File: config.mk
export PLATFORM = sky130hd
export DESIGN_NAME = byte_budget_lru_cache_tags_flat
export DESIGN_NICKNAME = d
export VERILOG_FILES = /design/src/rtl/bblc_pkg.sv /design/src/rtl/bblc_ifs.sv /design/src/rtl/byte_budget_lru_cache_tags.sv /design/src/rtl/bblc_ram.sv /design/src/rtl/bblc_ranks.sv /design/src/flat_wrapper.sv
export VERILOG_INCLUDE_DIRS = /design/src /design/src/rtl
export SDC_FILE = /design/constraint.sdc
export NUM_CORES = 2
export LEC_CHECK = 0
export ABC_AREA = 1
export BUFFER_PORTS_ARGS = -buffer_cell sky130_fd_sc_hd__clkbuf_2
export CORE_ASPECT_RATIO = 1.25
export CORE_UTILIZATION = 35
export CTS_BUF_LIST = sky130_fd_sc_hd__clkbuf_4
export CTS_CLUSTER_DIAMETER = 40
export CTS_CLUSTER_SIZE = 24
export DETAILED_ROUTE_END_ITERATION = 16
export PLACE_DENSITY_LB_ADDON = 0.12
export SYNTH_ARGS = -nofsm -noshare
export SYNTH_HDL_FRONTEND = slang
export SYNTH_SLANG_ARGS = --single-unit
File: constraint.sdc
create_clock -name clk -period 8.5 [get_ports clk]
set_input_delay 1.7 -clock clk [delete_from_list [all_inputs] [get_ports clk]]
set_output_delay 1.7 -clock clk [all_outputs]
set_load 0.01 [all_outputs]
File: src/rtl/byte_budget_lru_cache_tags_assert.svh
// Assertion macros shared by the byte-budget LRU tag directory.
`ifndef BYTE_BUDGET_LRU_CACHE_TAGS_ASSERT_SVH
`define BYTE_BUDGET_LRU_CACHE_TAGS_ASSERT_SVH

// Same-cycle implication, sampled on clk, muted while arst_n is low.
`define BBLC_ASSERT_IMPLIES(label, ante, cons, msg) \
	label: assert property (@(posedge clk) disable iff (!arst_n) (ante) |-> (cons)) \
		else $error(msg);

// Next-cycle implication, sampled on clk, muted while arst_n is low.
`define BBLC_ASSERT_NEXT(label, ante, cons, msg) \
	label: assert property (@(posedge clk) disable iff (!arst_n) (ante) |=> (cons)) \
		else $error(msg);

`endif

File: src/rtl/bblc_pkg.sv
// Types and constants of the byte-budget LRU tag directory.
package bblc_pkg;

	// Command codes of a request beat.
	localparam logic CMD_LOOKUP = 1'b0;
	localparam logic CMD_STORE  = 1'b1;

	// Budget after reset.
	localparam logic [31:0] MAX_BYTES_RESET = 32'd67108864;

	// Widths of the response fields.
	localparam int SLOT_OUT_W  = 4;
	localparam int EVICT_OUT_W = 5;
	localparam int USED_OUT_W  = 36;

	// Sequencer states.
	typedef enum logic [2:0] {
		S_IDLE,
		S_SCAN,
		S_DECIDE,
		S_EVICT_CHECK,
		S_EVICT_APPLY,
		S_INSERT,
		S_DONE
	} bblc_state_t;

	// Operations on the recency cells.
	typedef enum logic [1:0] {
		RK_NONE,
		RK_TOUCH,
		RK_REMOVE,
		RK_INSERT
	} rank_op_t;

endpackage

File: src/rtl/bblc_ifs.sv
// Handshake interfaces of the byte-budget LRU tag directory.

// Request channel: one lookup or store per beat.
interface bblc_req_if;
	logic        valid;
	logic        ready;
	logic        command;
	logic [31:0] group_id;
	logic [31:0] entry_size;

	modport source (output valid, command, group_id, entry_size, input ready);
	modport sink (input valid, command, group_id, entry_size, output ready);
endinterface

// Response channel: one result per request.
interface bblc_rsp_if;
	logic        valid;
	logic        ready;
	logic        hit;
	logic [3:0]  slot_index;
	logic [31:0] found_size;
	logic [4:0]  evicted_count;
	logic [35:0] used_bytes;
	logic [31:0] hit_total;
	logic [31:0] miss_total;

	modport source (output valid, hit, slot_index, found_size, evicted_count, used_bytes,
		hit_total, miss_total, input ready);
	modport sink (input valid, hit, slot_index, found_size, evicted_count, used_bytes,
		hit_total, miss_total, output ready);
endinterface

// Configuration channel: writes the byte budget.
interface bblc_cfg_if;
	logic        valid;
	logic        ready;
	logic [31:0] max_memory_bytes;

	modport source (output valid, max_memory_bytes, input ready);
	modport sink (input valid, max_memory_bytes, output ready);
endinterface

File: src/rtl/byte_budget_lru_cache_tags.sv
// Top level of the byte-budget LRU tag directory.
//
// Tag-and-size directory for a cache of variable-sized groups held to a byte budget.
// Requests arrive on req (command 0 looks up group_id, command 1 stores group_id with
// entry_size); each produces exactly one response beat on rsp. The cfg channel writes
// the byte budget and is always ready; write it only while no request is in flight.
// One request is worked on at a time, and req.ready is high only while the sequencer idles.
// A sweep reads the tag and size RAMs one slot per cycle with one shared tag comparator.
// A store then evicts least-recent entries as needed, one at a time, each taking a size
// RAM read and a removal, before it inserts the new entry.
// The response sits in an output register: the next request is accepted while it
// waits, and the sequencer holds a finished result only if the previous one is still
// untaken when rsp.ready stays low.
// Reset clears the valid bits, ranks, byte count and hit and miss totals and restores
// the budget to 64 MiB; the RAM contents are left as they are and need no clearing pass.
`include "byte_budget_lru_cache_tags_assert.svh"

module byte_budget_lru_cache_tags import bblc_pkg::*; #(
	parameter int ENTRY_SLOTS = 16
) (
	input  logic       clk,
	input  logic       arst_n,
	bblc_cfg_if.sink   cfg,
	bblc_req_if.sink   req,
	bblc_rsp_if.source rsp
);

	localparam int SW = $clog2(ENTRY_SLOTS);
	localparam int CW = $clog2(ENTRY_SLOTS + 1);
	localparam int BW = 32 + SW;

	bblc_state_t state_q, state_d;

	// Control registers.
	logic [31:0] max_q;
	logic [BW-1:0] bytes_q;
	logic [31:0] hit_total_q, miss_total_q;
	logic rsp_vld_q;
	logic hit_q;
	logic free_ok_q;
	logic scan_v_s1;

	// Payload registers.
	logic          cmd_q;
	logic [31:0]   id_q, sz_q;
	logic [SW:0]   cnt_q;
	logic [SW-1:0] idx_s1;
	logic [SW-1:0] hslot_q, free_q, lru_q;
	logic [31:0]   hsize_q;
	logic [CW-1:0] evict_q;

	logic                     o_hit_q;
	logic [SLOT_OUT_W-1:0]    o_slot_q;
	logic [31:0]              o_size_q;
	logic [EVICT_OUT_W-1:0]   o_evict_q;
	logic [USED_OUT_W-1:0]    o_used_q;
	logic [31:0]              o_hits_q;
	logic [31:0]              o_misses_q;

	// Datapath wires.
	logic                   req_ready;
	logic [SW-1:0]          scan_addr;
	logic                   scan_issue;
	logic                   match_now;
	logic [SW-1:0]          tag_raddr, size_raddr;
	logic                   ram_we;
	logic [31:0]            tag_rd, size_rd;
	rank_op_t               rank_op;
	logic [SW-1:0]          rank_slot;
	logic [ENTRY_SLOTS-1:0] valid_w;
	logic [SW-1:0]          lru_w;
	logic [CW-1:0]          count_w;
	logic [BW:0]            need_bytes;
	logic                   need_evict;
	logic                   req_acc, rsp_load;

	// Tag and size stores.
	bblc_ram #(.WIDTH(32), .DEPTH(ENTRY_SLOTS)) u_tag_ram (
		.clk   (clk),
		.we    (ram_we),
		.waddr (free_q),
		.wdata (id_q),
		.raddr (tag_raddr),
		.rdata (tag_rd)
	);

	bblc_ram #(.WIDTH(32), .DEPTH(ENTRY_SLOTS)) u_size_ram (
		.clk   (clk),
		.we    (ram_we),
		.waddr (free_q),
		.wdata (sz_q),
		.raddr (size_raddr),
		.rdata (size_rd)
	);

	// Recency cells.
	bblc_ranks #(.ENTRY_SLOTS(ENTRY_SLOTS)) u_ranks (
		.clk      (clk),
		.arst_n   (arst_n),
		.op       (rank_op),
		.op_slot  (rank_slot),
		.valid    (valid_w),
		.lru_slot (lru_w),
		.count    (count_w)
	);

	// Sweep address and the shared tag compare on the registered read data.
	assign scan_addr  = cnt_q[SW-1:0];
	assign scan_issue = cnt_q < (SW + 1)'(ENTRY_SLOTS);
	assign match_now  = scan_v_s1 && valid_w[idx_s1] && tag_rd == id_q;

	// Budget check: evict unless the cache is empty or the new size fits with a free slot.
	assign need_bytes = (BW + 1)'(bytes_q) + (BW + 1)'(sz_q);
	assign need_evict = count_w != '0 &&
		!(need_bytes <= (BW + 1)'(max_q) && count_w < CW'(ENTRY_SLOTS));

	assign req_acc  = req.valid && req_ready;
	assign rsp_load = state_q == S_DONE && (!rsp_vld_q || rsp.ready);

	// Next state.
	always_comb begin
		state_d = state_q;
		unique case (state_q)
			S_IDLE:        if (req.valid) state_d = S_SCAN;
			S_SCAN:        if (!scan_issue) state_d = S_DECIDE;
			S_DECIDE:      state_d = (cmd_q == CMD_LOOKUP) ? S_DONE : S_EVICT_CHECK;
			S_EVICT_CHECK: state_d = need_evict ? S_EVICT_APPLY : S_INSERT;
			S_EVICT_APPLY: state_d = S_EVICT_CHECK;
			S_INSERT:      state_d = S_DONE;
			S_DONE:        if (!rsp_vld_q || rsp.ready) state_d = S_IDLE;
			default:       state_d = S_IDLE;
		endcase
	end

	// Sequencer outputs: RAM addresses, cell operation and request ready.
	always_comb begin
		req_ready  = 1'b0;
		tag_raddr  = scan_addr;
		size_raddr = scan_addr;
		rank_op    = RK_NONE;
		rank_slot  = hslot_q;
		ram_we     = 1'b0;
		unique case (state_q)
			S_IDLE: req_ready = 1'b1;
			S_DECIDE: begin
				if (hit_q) begin
					rank_op = (cmd_q == CMD_LOOKUP) ? RK_TOUCH : RK_REMOVE;
				end
			end
			S_EVICT_CHECK: size_raddr = lru_w;
			S_EVICT_APPLY: begin
				rank_op   = RK_REMOVE;
				rank_slot = lru_q;
			end
			S_INSERT: begin
				rank_op   = RK_INSERT;
				rank_slot = free_q;
				ram_we    = 1'b1;
			end
			default: ;
		endcase
	end

	// Control registers.
	always_ff @(posedge clk or negedge arst_n) begin
		if (!arst_n) begin
			state_q      <= S_IDLE;
			max_q        <= MAX_BYTES_RESET;
			bytes_q      <= '0;
			hit_total_q  <= '0;
			miss_total_q <= '0;
			rsp_vld_q    <= 1'b0;
			hit_q        <= 1'b0;
			free_ok_q    <= 1'b0;
			scan_v_s1    <= 1'b0;
		end else begin
			state_q   <= state_d;
			scan_v_s1 <= state_q == S_SCAN && scan_issue;
			if (cfg.valid && cfg.ready) begin
				max_q <= cfg.max_memory_bytes;
			end
			if (rsp_load) begin
				rsp_vld_q <= 1'b1;
			end else if (rsp.ready) begin
				rsp_vld_q <= 1'b0;
			end
			unique case (state_q)
				S_IDLE: begin
					if (req_acc) begin
						hit_q     <= 1'b0;
						free_ok_q <= 1'b0;
					end
				end
				S_SCAN: begin
					if (match_now) begin
						hit_q <= 1'b1;
					end
					if (scan_issue && !valid_w[scan_addr]) begin
						free_ok_q <= 1'b1;
					end
				end
				S_DECIDE: begin
					if (cmd_q == CMD_LOOKUP) begin
						if (hit_q) begin
							hit_total_q <= hit_total_q + 32'd1;
						end else begin
							miss_total_q <= miss_total_q + 32'd1;
						end
					end else if (hit_q) begin
						bytes_q   <= bytes_q - BW'(hsize_q);
						free_ok_q <= 1'b1;
					end
				end
				S_EVICT_APPLY: begin
					bytes_q   <= bytes_q - BW'(size_rd);
					free_ok_q <= 1'b1;
				end
				S_INSERT: bytes_q <= bytes_q + BW'(sz_q);
				default: ;
			endcase
		end
	end

	// Payload registers.
	always_ff @(posedge clk) begin
		unique case (state_q)
			S_IDLE: begin
				if (req_acc) begin
					cmd_q   <= req.command;
					id_q    <= req.group_id;
					sz_q    <= req.entry_size;
					cnt_q   <= '0;
					evict_q <= '0;
				end
			end
			S_SCAN: begin
				cnt_q  <= cnt_q + (SW + 1)'(1);
				idx_s1 <= scan_addr;
				// The sweep runs upward, so the first free slot seen is the lowest.
				if (scan_issue && !valid_w[scan_addr] && !free_ok_q) begin
					free_q <= scan_addr;
				end
				if (match_now && !hit_q) begin
					hslot_q <= idx_s1;
					hsize_q <= size_rd;
				end
			end
			S_DECIDE: begin
				if (cmd_q == CMD_STORE && hit_q) begin
					evict_q <= CW'(1);
					if (!free_ok_q || hslot_q < free_q) begin
						free_q <= hslot_q;
					end
				end
			end
			S_EVICT_CHECK: lru_q <= lru_w;
			S_EVICT_APPLY: begin
				evict_q <= evict_q + CW'(1);
				if (!free_ok_q || lru_q < free_q) begin
					free_q <= lru_q;
				end
			end
			default: ;
		endcase

		// Result register, loaded when the previous result has been taken.
		if (rsp_load) begin
			o_used_q   <= USED_OUT_W'(bytes_q);
			o_hits_q   <= hit_total_q;
			o_misses_q <= miss_total_q;
			if (cmd_q == CMD_LOOKUP) begin
				o_hit_q   <= hit_q;
				o_slot_q  <= hit_q ? SLOT_OUT_W'(hslot_q) : '0;
				o_size_q  <= hit_q ? hsize_q : '0;
				o_evict_q <= '0;
			end else begin
				o_hit_q   <= 1'b0;
				o_slot_q  <= SLOT_OUT_W'(free_q);
				o_size_q  <= '0;
				o_evict_q <= EVICT_OUT_W'(evict_q);
			end
		end
	end

	// Port drive.
	assign cfg.ready         = 1'b1;
	assign req.ready         = req_ready;
	assign rsp.valid         = rsp_vld_q;
	assign rsp.hit           = o_hit_q;
	assign rsp.slot_index    = o_slot_q;
	assign rsp.found_size    = o_size_q;
	assign rsp.evicted_count = o_evict_q;
	assign rsp.used_bytes    = o_used_q;
	assign rsp.hit_total     = o_hits_q;
	assign rsp.miss_total    = o_misses_q;

	// Insertion always has a known free slot.
	`BBLC_ASSERT_IMPLIES(a_insert_has_free, state_q == S_INSERT, free_ok_q, "insert without a free slot")
	// Eviction removes a slot that is actually occupied.
	`BBLC_ASSERT_IMPLIES(a_evict_valid, state_q == S_EVICT_APPLY, valid_w[lru_q], "evicting an empty slot")
	// A finished item with a free result register shows up on rsp the next cycle.
	`BBLC_ASSERT_NEXT(a_done_to_rsp, state_q == S_DONE && !rsp_vld_q, rsp_vld_q, "result not presented")

endmodule

File: src/rtl/bblc_ram.sv
// Generic single-write, single-read RAM with registered read data.
module bblc_ram #(
	parameter int WIDTH = 32,
	parameter int DEPTH = 16,
	localparam int AW = $clog2(DEPTH)
) (
	input  logic             clk,
	input  logic             we,
	input  logic [AW-1:0]    waddr,
	input  logic [WIDTH-1:0] wdata,
	input  logic [AW-1:0]    raddr,
	output logic [WIDTH-1:0] rdata
);

	logic [WIDTH-1:0] mem [DEPTH];
	logic [WIDTH-1:0] rdata_q;

	// Write port and registered read port.
	always_ff @(posedge clk) begin
		if (we) begin
			mem[waddr] <= wdata;
		end
		rdata_q <= mem[raddr];
	end

	assign rdata = rdata_q;

endmodule

File: src/rtl/bblc_ranks.sv
// Valid bits, recency ranks and occupancy count, one cell per slot.
module bblc_ranks import bblc_pkg::*; #(
	parameter int ENTRY_SLOTS = 16,
	localparam int SW = $clog2(ENTRY_SLOTS),
	localparam int CW = $clog2(ENTRY_SLOTS + 1)
) (
	input  logic                   clk,
	input  logic                   arst_n,
	input  rank_op_t               op,
	input  logic [SW-1:0]          op_slot,
	output logic [ENTRY_SLOTS-1:0] valid,
	output logic [SW-1:0]          lru_slot,
	output logic [CW-1:0]          count
);

	logic [ENTRY_SLOTS-1:0] valid_q;
	logic [SW-1:0]          rank_q [ENTRY_SLOTS];
	logic [CW-1:0]          count_q;
	logic [SW-1:0]          op_rank;

	assign op_rank = rank_q[op_slot];

	// Each cell ages, closes a gap or gets cleared on its own compare.
	always_ff @(posedge clk or negedge arst_n) begin
		if (!arst_n) begin
			valid_q <= '0;
			count_q <= '0;
			for (int i = 0; i < ENTRY_SLOTS; i++) begin
				rank_q[i] <= '0;
			end
		end else begin
			unique case (op)
				RK_TOUCH: begin
					for (int i = 0; i < ENTRY_SLOTS; i++) begin
						if (valid_q[i] && SW'(i) != op_slot && rank_q[i] < op_rank) begin
							rank_q[i] <= rank_q[i] + SW'(1);
						end
					end
					rank_q[op_slot] <= '0;
				end
				RK_REMOVE: begin
					for (int i = 0; i < ENTRY_SLOTS; i++) begin
						if (valid_q[i] && rank_q[i] > op_rank) begin
							rank_q[i] <= rank_q[i] - SW'(1);
						end
					end
					rank_q[op_slot]  <= '0;
					valid_q[op_slot] <= 1'b0;
					count_q          <= count_q - CW'(1);
				end
				RK_INSERT: begin
					for (int i = 0; i < ENTRY_SLOTS; i++) begin
						if (valid_q[i]) begin
							rank_q[i] <= rank_q[i] + SW'(1);
						end
					end
					rank_q[op_slot]  <= '0;
					valid_q[op_slot] <= 1'b1;
					count_q          <= count_q + CW'(1);
				end
				default: ;
			endcase
		end
	end

	// Valid ranks form a permutation, so exactly one cell holds count-1: OR its index out.
	always_comb begin
		lru_slot = '0;
		for (int i = 0; i < ENTRY_SLOTS; i++) begin
			if (valid_q[i] && CW'(rank_q[i]) == count_q - CW'(1)) begin
				lru_slot = lru_slot | SW'(i);
			end
		end
	end

	assign valid = valid_q;
	assign count = count_q;

endmodule

File: src/flat_wrapper.sv
// flat-port wrapper written by rule: the top's interface ports become plain ports
module byte_budget_lru_cache_tags_flat import bblc_pkg::*;
#(
	parameter int ENTRY_SLOTS = 16
)
  (clk, arst_n, cfg_valid, cfg_max_memory_bytes, cfg_ready, req_valid, req_command, req_group_id, req_entry_size, req_ready, rsp_valid, rsp_hit, rsp_slot_index, rsp_found_size, rsp_evicted_count, rsp_used_bytes, rsp_hit_total, rsp_miss_total, rsp_ready);
  bblc_cfg_if cfg_i ();
  bblc_req_if req_i ();
  bblc_rsp_if rsp_i ();
  input  logic clk;
  input  logic arst_n;
  input wire logic [$bits(cfg_i.valid)-1:0] cfg_valid;
  input wire logic [$bits(cfg_i.max_memory_bytes)-1:0] cfg_max_memory_bytes;
  output wire logic [$bits(cfg_i.ready)-1:0] cfg_ready;
  input wire logic [$bits(req_i.valid)-1:0] req_valid;
  input wire logic [$bits(req_i.command)-1:0] req_command;
  input wire logic [$bits(req_i.group_id)-1:0] req_group_id;
  input wire logic [$bits(req_i.entry_size)-1:0] req_entry_size;
  output wire logic [$bits(req_i.ready)-1:0] req_ready;
  output wire logic [$bits(rsp_i.valid)-1:0] rsp_valid;
  output wire logic [$bits(rsp_i.hit)-1:0] rsp_hit;
  output wire logic [$bits(rsp_i.slot_index)-1:0] rsp_slot_index;
  output wire logic [$bits(rsp_i.found_size)-1:0] rsp_found_size;
  output wire logic [$bits(rsp_i.evicted_count)-1:0] rsp_evicted_count;
  output wire logic [$bits(rsp_i.used_bytes)-1:0] rsp_used_bytes;
  output wire logic [$bits(rsp_i.hit_total)-1:0] rsp_hit_total;
  output wire logic [$bits(rsp_i.miss_total)-1:0] rsp_miss_total;
  input wire logic [$bits(rsp_i.ready)-1:0] rsp_ready;
  assign cfg_i.valid = cfg_valid;
  assign cfg_i.max_memory_bytes = cfg_max_memory_bytes;
  assign cfg_ready = cfg_i.ready;
  assign req_i.valid = req_valid;
  assign req_i.command = req_command;
  assign req_i.group_id = req_group_id;
  assign req_i.entry_size = req_entry_size;
  assign req_ready = req_i.ready;
  assign rsp_valid = rsp_i.valid;
  assign rsp_hit = rsp_i.hit;
  assign rsp_slot_index = rsp_i.slot_index;
  assign rsp_found_size = rsp_i.found_size;
  assign rsp_evicted_count = rsp_i.evicted_count;
  assign rsp_used_bytes = rsp_i.used_bytes;
  assign rsp_hit_total = rsp_i.hit_total;
  assign rsp_miss_total = rsp_i.miss_total;
  assign rsp_i.ready = rsp_ready;
  byte_budget_lru_cache_tags #(.ENTRY_SLOTS(ENTRY_SLOTS)) u_core (.clk(clk), .arst_n(arst_n), .cfg(cfg_i), .req(req_i), .rsp(rsp_i));
endmodule
# == Yosys cells after proc, flatten, opt, wreduce, memory -nomap -nowiden ==
# Memories as Yosys holds them, arrays and structs flattened. A register that Yosys moved wholly into a read port is not among the register bits.
# Index checks and enable logic that the tools add are counted.
# classes
bitwise,10
addsub,42
n_mux,163
n_lt_le_gt_ge,43
reduce_logical,107
n_eq_ne,52
# ops
op,n
two-way mux 4 bit,114
AND 64 bit,3
one-hot mux 64 bit (3 select lines),1
one-hot mux 36 bit (3 select lines),1
logical AND 1 bit,76
equality test 4 x 5 -> 1 bit,15
< comparator 4 bit,18
two-way mux 36 bit,2
subtractor 36 x 32 -> 36 bit,2
adder 32 x 1 -> 32 bit (second input constant),2
adder 4 x 1 -> 4 bit (second input constant),16
greater-than comparator 4 bit,16
NOT 64 bit,1
subtractor 4 x 1 -> 4 bit (second input constant),16
adder 36 x 32 -> 37 bit,1
less-or-equal comparator 37 x 32 -> 1 bit,1
adder 36 x 32 -> 36 bit,1
equality test 32 bit,1
!= test 4 bit (first input constant),8
one-hot mux 16 bit (2 select lines),1
two-way mux 3 bit,8
one-hot mux 3 bit (7 select lines),1
one-hot mux 5 bit (2 select lines),2
AND reduction 3 bit,6
45 further kinds,104
# totals
reg_bits,489
ramBits,1024
n_memories,2
inputBits,102
elab_cells,463
# mem_list
memory,depth,width,rd,rd_ports_with_merged_regs,write_ports,line,rtl
u_core.u_size_ram.mem,16,32,1,1,1,bblc_ram.sv:15,logic [WIDTH-1:0] mem [DEPTH];
u_core.u_tag_ram.mem,16,32,1,1,1,bblc_ram.sv:15,

# == Depth between registers and ports, before layout ==
# depth
ltp_word,19
mapped_depth,33
mapped_depth_nobuf,33

# == Hierarchy ==
# Synthesis repeated with hierarchy kept, for this count alone.
# hier_totals
hier_cells,8737
area_unflattened_um2,79412.4
# modules_own_cells
module,seq_area_each_um2,cells_per_inst,area_per_inst_um2,instances
bblc_ram (u_core.u_size_ram),16015.4,2120,22744.3,1
bblc_ram (u_core.u_tag_ram),16015.4,2120,22730.6,1
byte_budget_lru_cache_tags,11437.2,2477,22399.0,1
bblc_ranks,2127.0,2020,11538.6,1

# == Least setup slack after synthesis ==
# OpenSTA, ideal clock, no wires.
# synth_path
path_type,input-to-reg
startpoint,input port rsp_ready
endpoint,"register u_core.o_evict_q[0], in the netlist u_core.rsp.evicted_count[0] (enable)"
path_buffers,0
path_slack_ps,239
required_time_ps,7855
t_arrival_ps,7616
path_stages,2
cell_sequence,nor2_1 -> nor2_1
# synth_via
elab_chain_len,2
# synth_rtl
item,line,rtl
from (decl),flat_wrapper.sv:28,input wire logic [$bits(rsp_i.ready)-1:0] rsp_ready;
logical OR 1 bit,byte_budget_lru_cache_tags.sv:118,assign rsp_load = state_q == S_DONE && (!rsp_vld_q || rsp.ready);
logical AND 1 bit,byte_budget_lru_cache_tags.sv:118,
via u_core.rsp_load,byte_budget_lru_cache_tags.sv:75,"logic req_acc, rsp_load;"
to (signal assigned),byte_budget_lru_cache_tags.sv:280,o_evict_q <= EVICT_OUT_W'(evict_q);
to (decl),byte_budget_lru_cache_tags.sv:55,logic [EVICT_OUT_W-1:0] o_evict_q;
# The timed path passes the listed nets, and every way through them passes these cells.
# A chain may end at the register's enable or synchronous reset.

# == Worst setup path after layout ==
# layout_path
startpoint,"register u_core.u_ranks.count_q[0], in the netlist u_core.u_ranks.count[0]"
endpoint,"register u_core.u_size_ram.rdata_q[3], in the netlist u_core.u_size_ram.rdata[3], read port of u_core.u_size_ram.mem"
# layout_via
elab_chain_len,19
# layout_rtl
item,line,rtl
from (decl),bblc_ranks.sv:18,logic [CW-1:0] count_q;
from (signal assigned),bblc_ranks.sv:49,count_q <= count_q - CW'(1);
from (signal assigned),bblc_ranks.sv:59,count_q <= count_q + CW'(1);
subtractor 5 x 1 -> 5 bit (*),bblc_ranks.sv:70,if (valid_q[i] && CW'(rank_q[i]) == count_q - CW'(1)) begin
equality test 4 x 5 -> 1 bit,bblc_ranks.sv:70,
logical AND 1 bit,bblc_ranks.sv:70,
two-way mux 1 bit,bblc_ranks.sv:70,
two-way mux 2 bit (2 in series),bblc_ranks.sv:70,
two-way mux 3 bit (4 in series),bblc_ranks.sv:70,
two-way mux 4 bit (7 in series),bblc_ranks.sv:70,
two-way mux 4 bit (*),bblc_ranks.sv:70,
two-way mux 4 bit (*),byte_budget_lru_cache_tags.sv:143,unique case (state_q)
to (decl),bblc_ram.sv:16,logic [WIDTH-1:0] rdata_q;
# Mark *: on every way between the ends. The rest lies on a longest branch, timed or not.

==> flow_summary_export.csv <==
group,metric,value,unit
run_status,status,"finished clean",
layout,drive_gt1_frac,0.109,
timing,hold_viol,0,
global_routing,grt_overflow,0,
layout,final_nets,8155,
floorplanning,row_count,190,
pwr,powerDensity,388,nW/um2
drt,drc,0,
timing,finalSetupTns,0,ps
timing,rsz0062_at_grt,"no",
min_path,hold_class,"in2async",
cts,cts_resized,0,
synth,synth_edf_count,1289,
timing,setup_viol,0,
floorplanning,die_w,418,um
cts,clkTransAtPathRegs,130,ps
setup_path,critPathCaptureType,"flip-flop",
setup_path,worstPathMaxFanout,115,
synth,syn_area_per_cell,9.98,um2
pwr,power.leakage,33.7,nW
global_routing,grt_antenna_before_repair,18,
cts,hold_buffers,0,
place,dp.final_hpwl,146,mm
cts,clk_latency,1370,ps
cts,cts_buffers,231,
layout,final_core_util,0.391,
place,placed_area,80100,um2
synth,synth_nets,7905,
layout,finalNonFillerCells,10924,
drt,vias,56370,
place,io_buffer_count,245,
setup_path,cp.required,9650,ps
global_routing,grt_max_degree,124,
synth,synth-main-ff-cell,"edfxtp_1",
place,place.gp.congestion,0.902,
timing,slew_viol_final,0,
synth,synthDistinctLibCells,67,
synth,syn_inst,7592,
drt,via_per_inst,5.16,
place,placed_cells,10489,
timing,timing.final.ws_setup,2310,ps
synth,yosysSeqAreaShare,0.602,
floorplanning,die_area,218000,um2
cts,cts_htree_levels,4,
floorplanning,initial_core_util,0.353,
layout,regArea,45600,um2
cts,cts_tree,"yes",
layout,multi_input_area,24900,um2
timing,post-route-period-util,0.729,
synth,syn-cell-area,75700,um2
run,drv_cap,0,
floorplanning,core-area,215000,um2
drt,ant_nets,0,
synth,yosysWarnings,0,
drt,drtPass1Iterations,5,
floorplanning,fp.dieH,522,um
drt,wire_per_inst,22.2,um
timing,layout_min_cycle_time,6190,ps
global_routing,grt_pass1_wl,357,mm
layout,design_area,83900,um2
drt,wirelength,243,mm
layout,area_growth,10.8,%
synth,synth_seq_cells,1577,
timing,relSlewSlack,0.160,
layout,layout_common_cells,"1301 x nand2_1, 1289 x edfxtp_1, 999 x inv_1",
cts,clock-sinks,1577,
timing,fmax,161,MHz
cts,cts_setup_buffers,0,
place,dp_slack,2410,ps
layout,final_common_cell,"nand2_1",
pwr,peakVddDrop,233,uV
floorplanning,ioPinCount,247,
synth,synthArstFlopShare,0.142,
layout,fill_cells,21301,
cts,cts-root-buf,"clkbuf_4",
cts,cts_buffer_depth,4,
global_routing,grt_pass1_vias,54706,
timing,tightestPinTransition,1260,ps
setup_path,critPathLaunchType,"flip-flop",
drt,drtIter0Drc,4573,
setup_path,cp.arrival,7340,ps
setup_path,criticalPathCategory,"reg2reg",
global_routing,grt_usage,0.218,
timing,clock_skew,144,ps
[sequential cells by signal, summed over array words and instances, names as in the netlist, 5 cells and up, named ones only]
| register | count |
|---|---|
| u_core.sz_q | 32 |
| u_core.hit_total_q | 32 |
| u_core.miss_total_q | 32 |
| u_core.id_q | 32 |
| u_core.max_q | 32 |
| u_core.u_size_ram.mem | 512 |
| u_core.hsize_q | 32 |
| u_core.rsp.evicted_count | 5 |
| u_core.u_tag_ram.mem | 512 |
| u_core.rsp.miss_total | 32 |
| u_core.cnt_q | 5 |
| u_core.rsp.used_bytes | 36 |
| u_core.u_tag_ram.rdata | 32 |
| u_core.u_size_ram.rdata | 32 |
| u_core.bytes_q | 36 |
| u_core.evict_q | 5 |
| u_core.rsp.found_size | 32 |
| u_core.u_ranks.count | 5 |
| u_core.rsp.hit_total | 32 |
| u_core.u_ranks.rank_q | 64 |
[report_power, final]
part / leakage (nW) / switching [W] / internal, W
clock: 2.04 / 0.00342 / 0.00226
sequential: 15.2 / 0.00159 / 0.0102
combinational: 16.5 / 0.0105 / 0.00455
[synth_stat cells (80+ instances only)]
library cell / instances / share of area
nand2_1: 1304 / 0.065
edfxtp_1: 1289 / 0.51
inv_1: 1003 / 0.050
nand3_1: 747 / 0.049
o21ai_0: 623 / 0.041
nor2_1: 587 / 0.029
a21oi_1: 291 / 0.019
dfrtp_1: 223 / 0.074
ha_1: 209 / 0.035
clkbuf_1: 192 / 0.0095
xor2_1: 141 / 0.016
o22ai_1: 139 / 0.011
o211ai_1: 80 / 0.0079
[per-stage QoR]
step | total power, W | hold WS, ps
final | 0.0326 | 359
after global routing | 0.0349 | 310
after CTS | 0.0329 | 270
after detailed placement | 0.0271 | 419
after global placement | 0.0269 | 421
after floorplan | 0.0216 | 408
[cell families after synthesis]
kind of cell | Yosys count | synth area share
buf+inv | 1363 | 0.0721
xor+xnor | 209 | 0.0242
compound gates | 1369 | 0.104
simple gates | 2859 | 0.162
other cells | 1 | 0.0000495
fa+ha+maj | 211 | 0.0351
flops | 1577 | 0.602
mux | 3 | 0.000446
[critical path, cell delays in order, from the launching register on]
cell	delay (ps)
dfrtp_1	340
buf_4	330
inv_2	280
ha_1	700
inv_1	730
nand2_1	110
nand4_1	130
a21oi_1	60
nand3_1	190
nand2_1	120
nor2_2	190
nand3_4	660
nand2_8	950
buf_4	620
nand2_1	120
nand3_1	120
nand3_1	90
nand3_1	130
nand2_1	60
[routing by layer]
metal | global-route usage | up-vias | wire length [um]
li1 | - | 26741 | -
met2 | 0.372 | 1575 | 118000
met5 | 0 | - | 53
met1 | 0.287 | 27605 | 107000
met4 | 0.0658 | 8 | 6720
met3 | 0.0257 | 441 | 11400
[final cells by class]
| cell class | count | share of cell area |
|---|---|---|
| antenna | 7 | 0.000209 |
| timing repair buffer | 352 | 0.0250 |
| multi-input combinational | 4652 | 0.297 |
| inverter | 1028 | 0.0461 |
| clock inverter | 178 | 0.0234 |
| sequential | 1577 | 0.543 |
| clock buffer | 250 | 0.0224 |
| tap | 2880 | 0.0429 |
[path summary, 6_finish.rpt]
kind	depth (start not counted)	from	endpoint	slack [ps]
max	18	u_core.u_ranks.count[0]$_DFFE_PN0N_	u_core.u_size_ram.rdata[3]$_DFF_P_	2310
min	1	arst_n	u_core.max_q[9]$_DFFE_PN0P_	360
max reg2reg	18	u_core.u_ranks.count[0]$_DFFE_PN0N_	u_core.u_size_ram.rdata[3]$_DFF_P_	2310
min reg2reg	0	u_core.u_size_ram.rdata[0]$_DFF_P_	u_core.hsize_q[0]$_DFFE_PP_	450
max in group asynchronous	2	arst_n	u_core.u_ranks.rank_q[8]$_DFFE_PN0P_	6630
min in group clk	0	u_core.u_size_ram.rdata[0]$_DFF_P_	u_core.hsize_q[0]$_DFFE_PP_	450
Note: power is estimated with default switching activity, not from simulation.
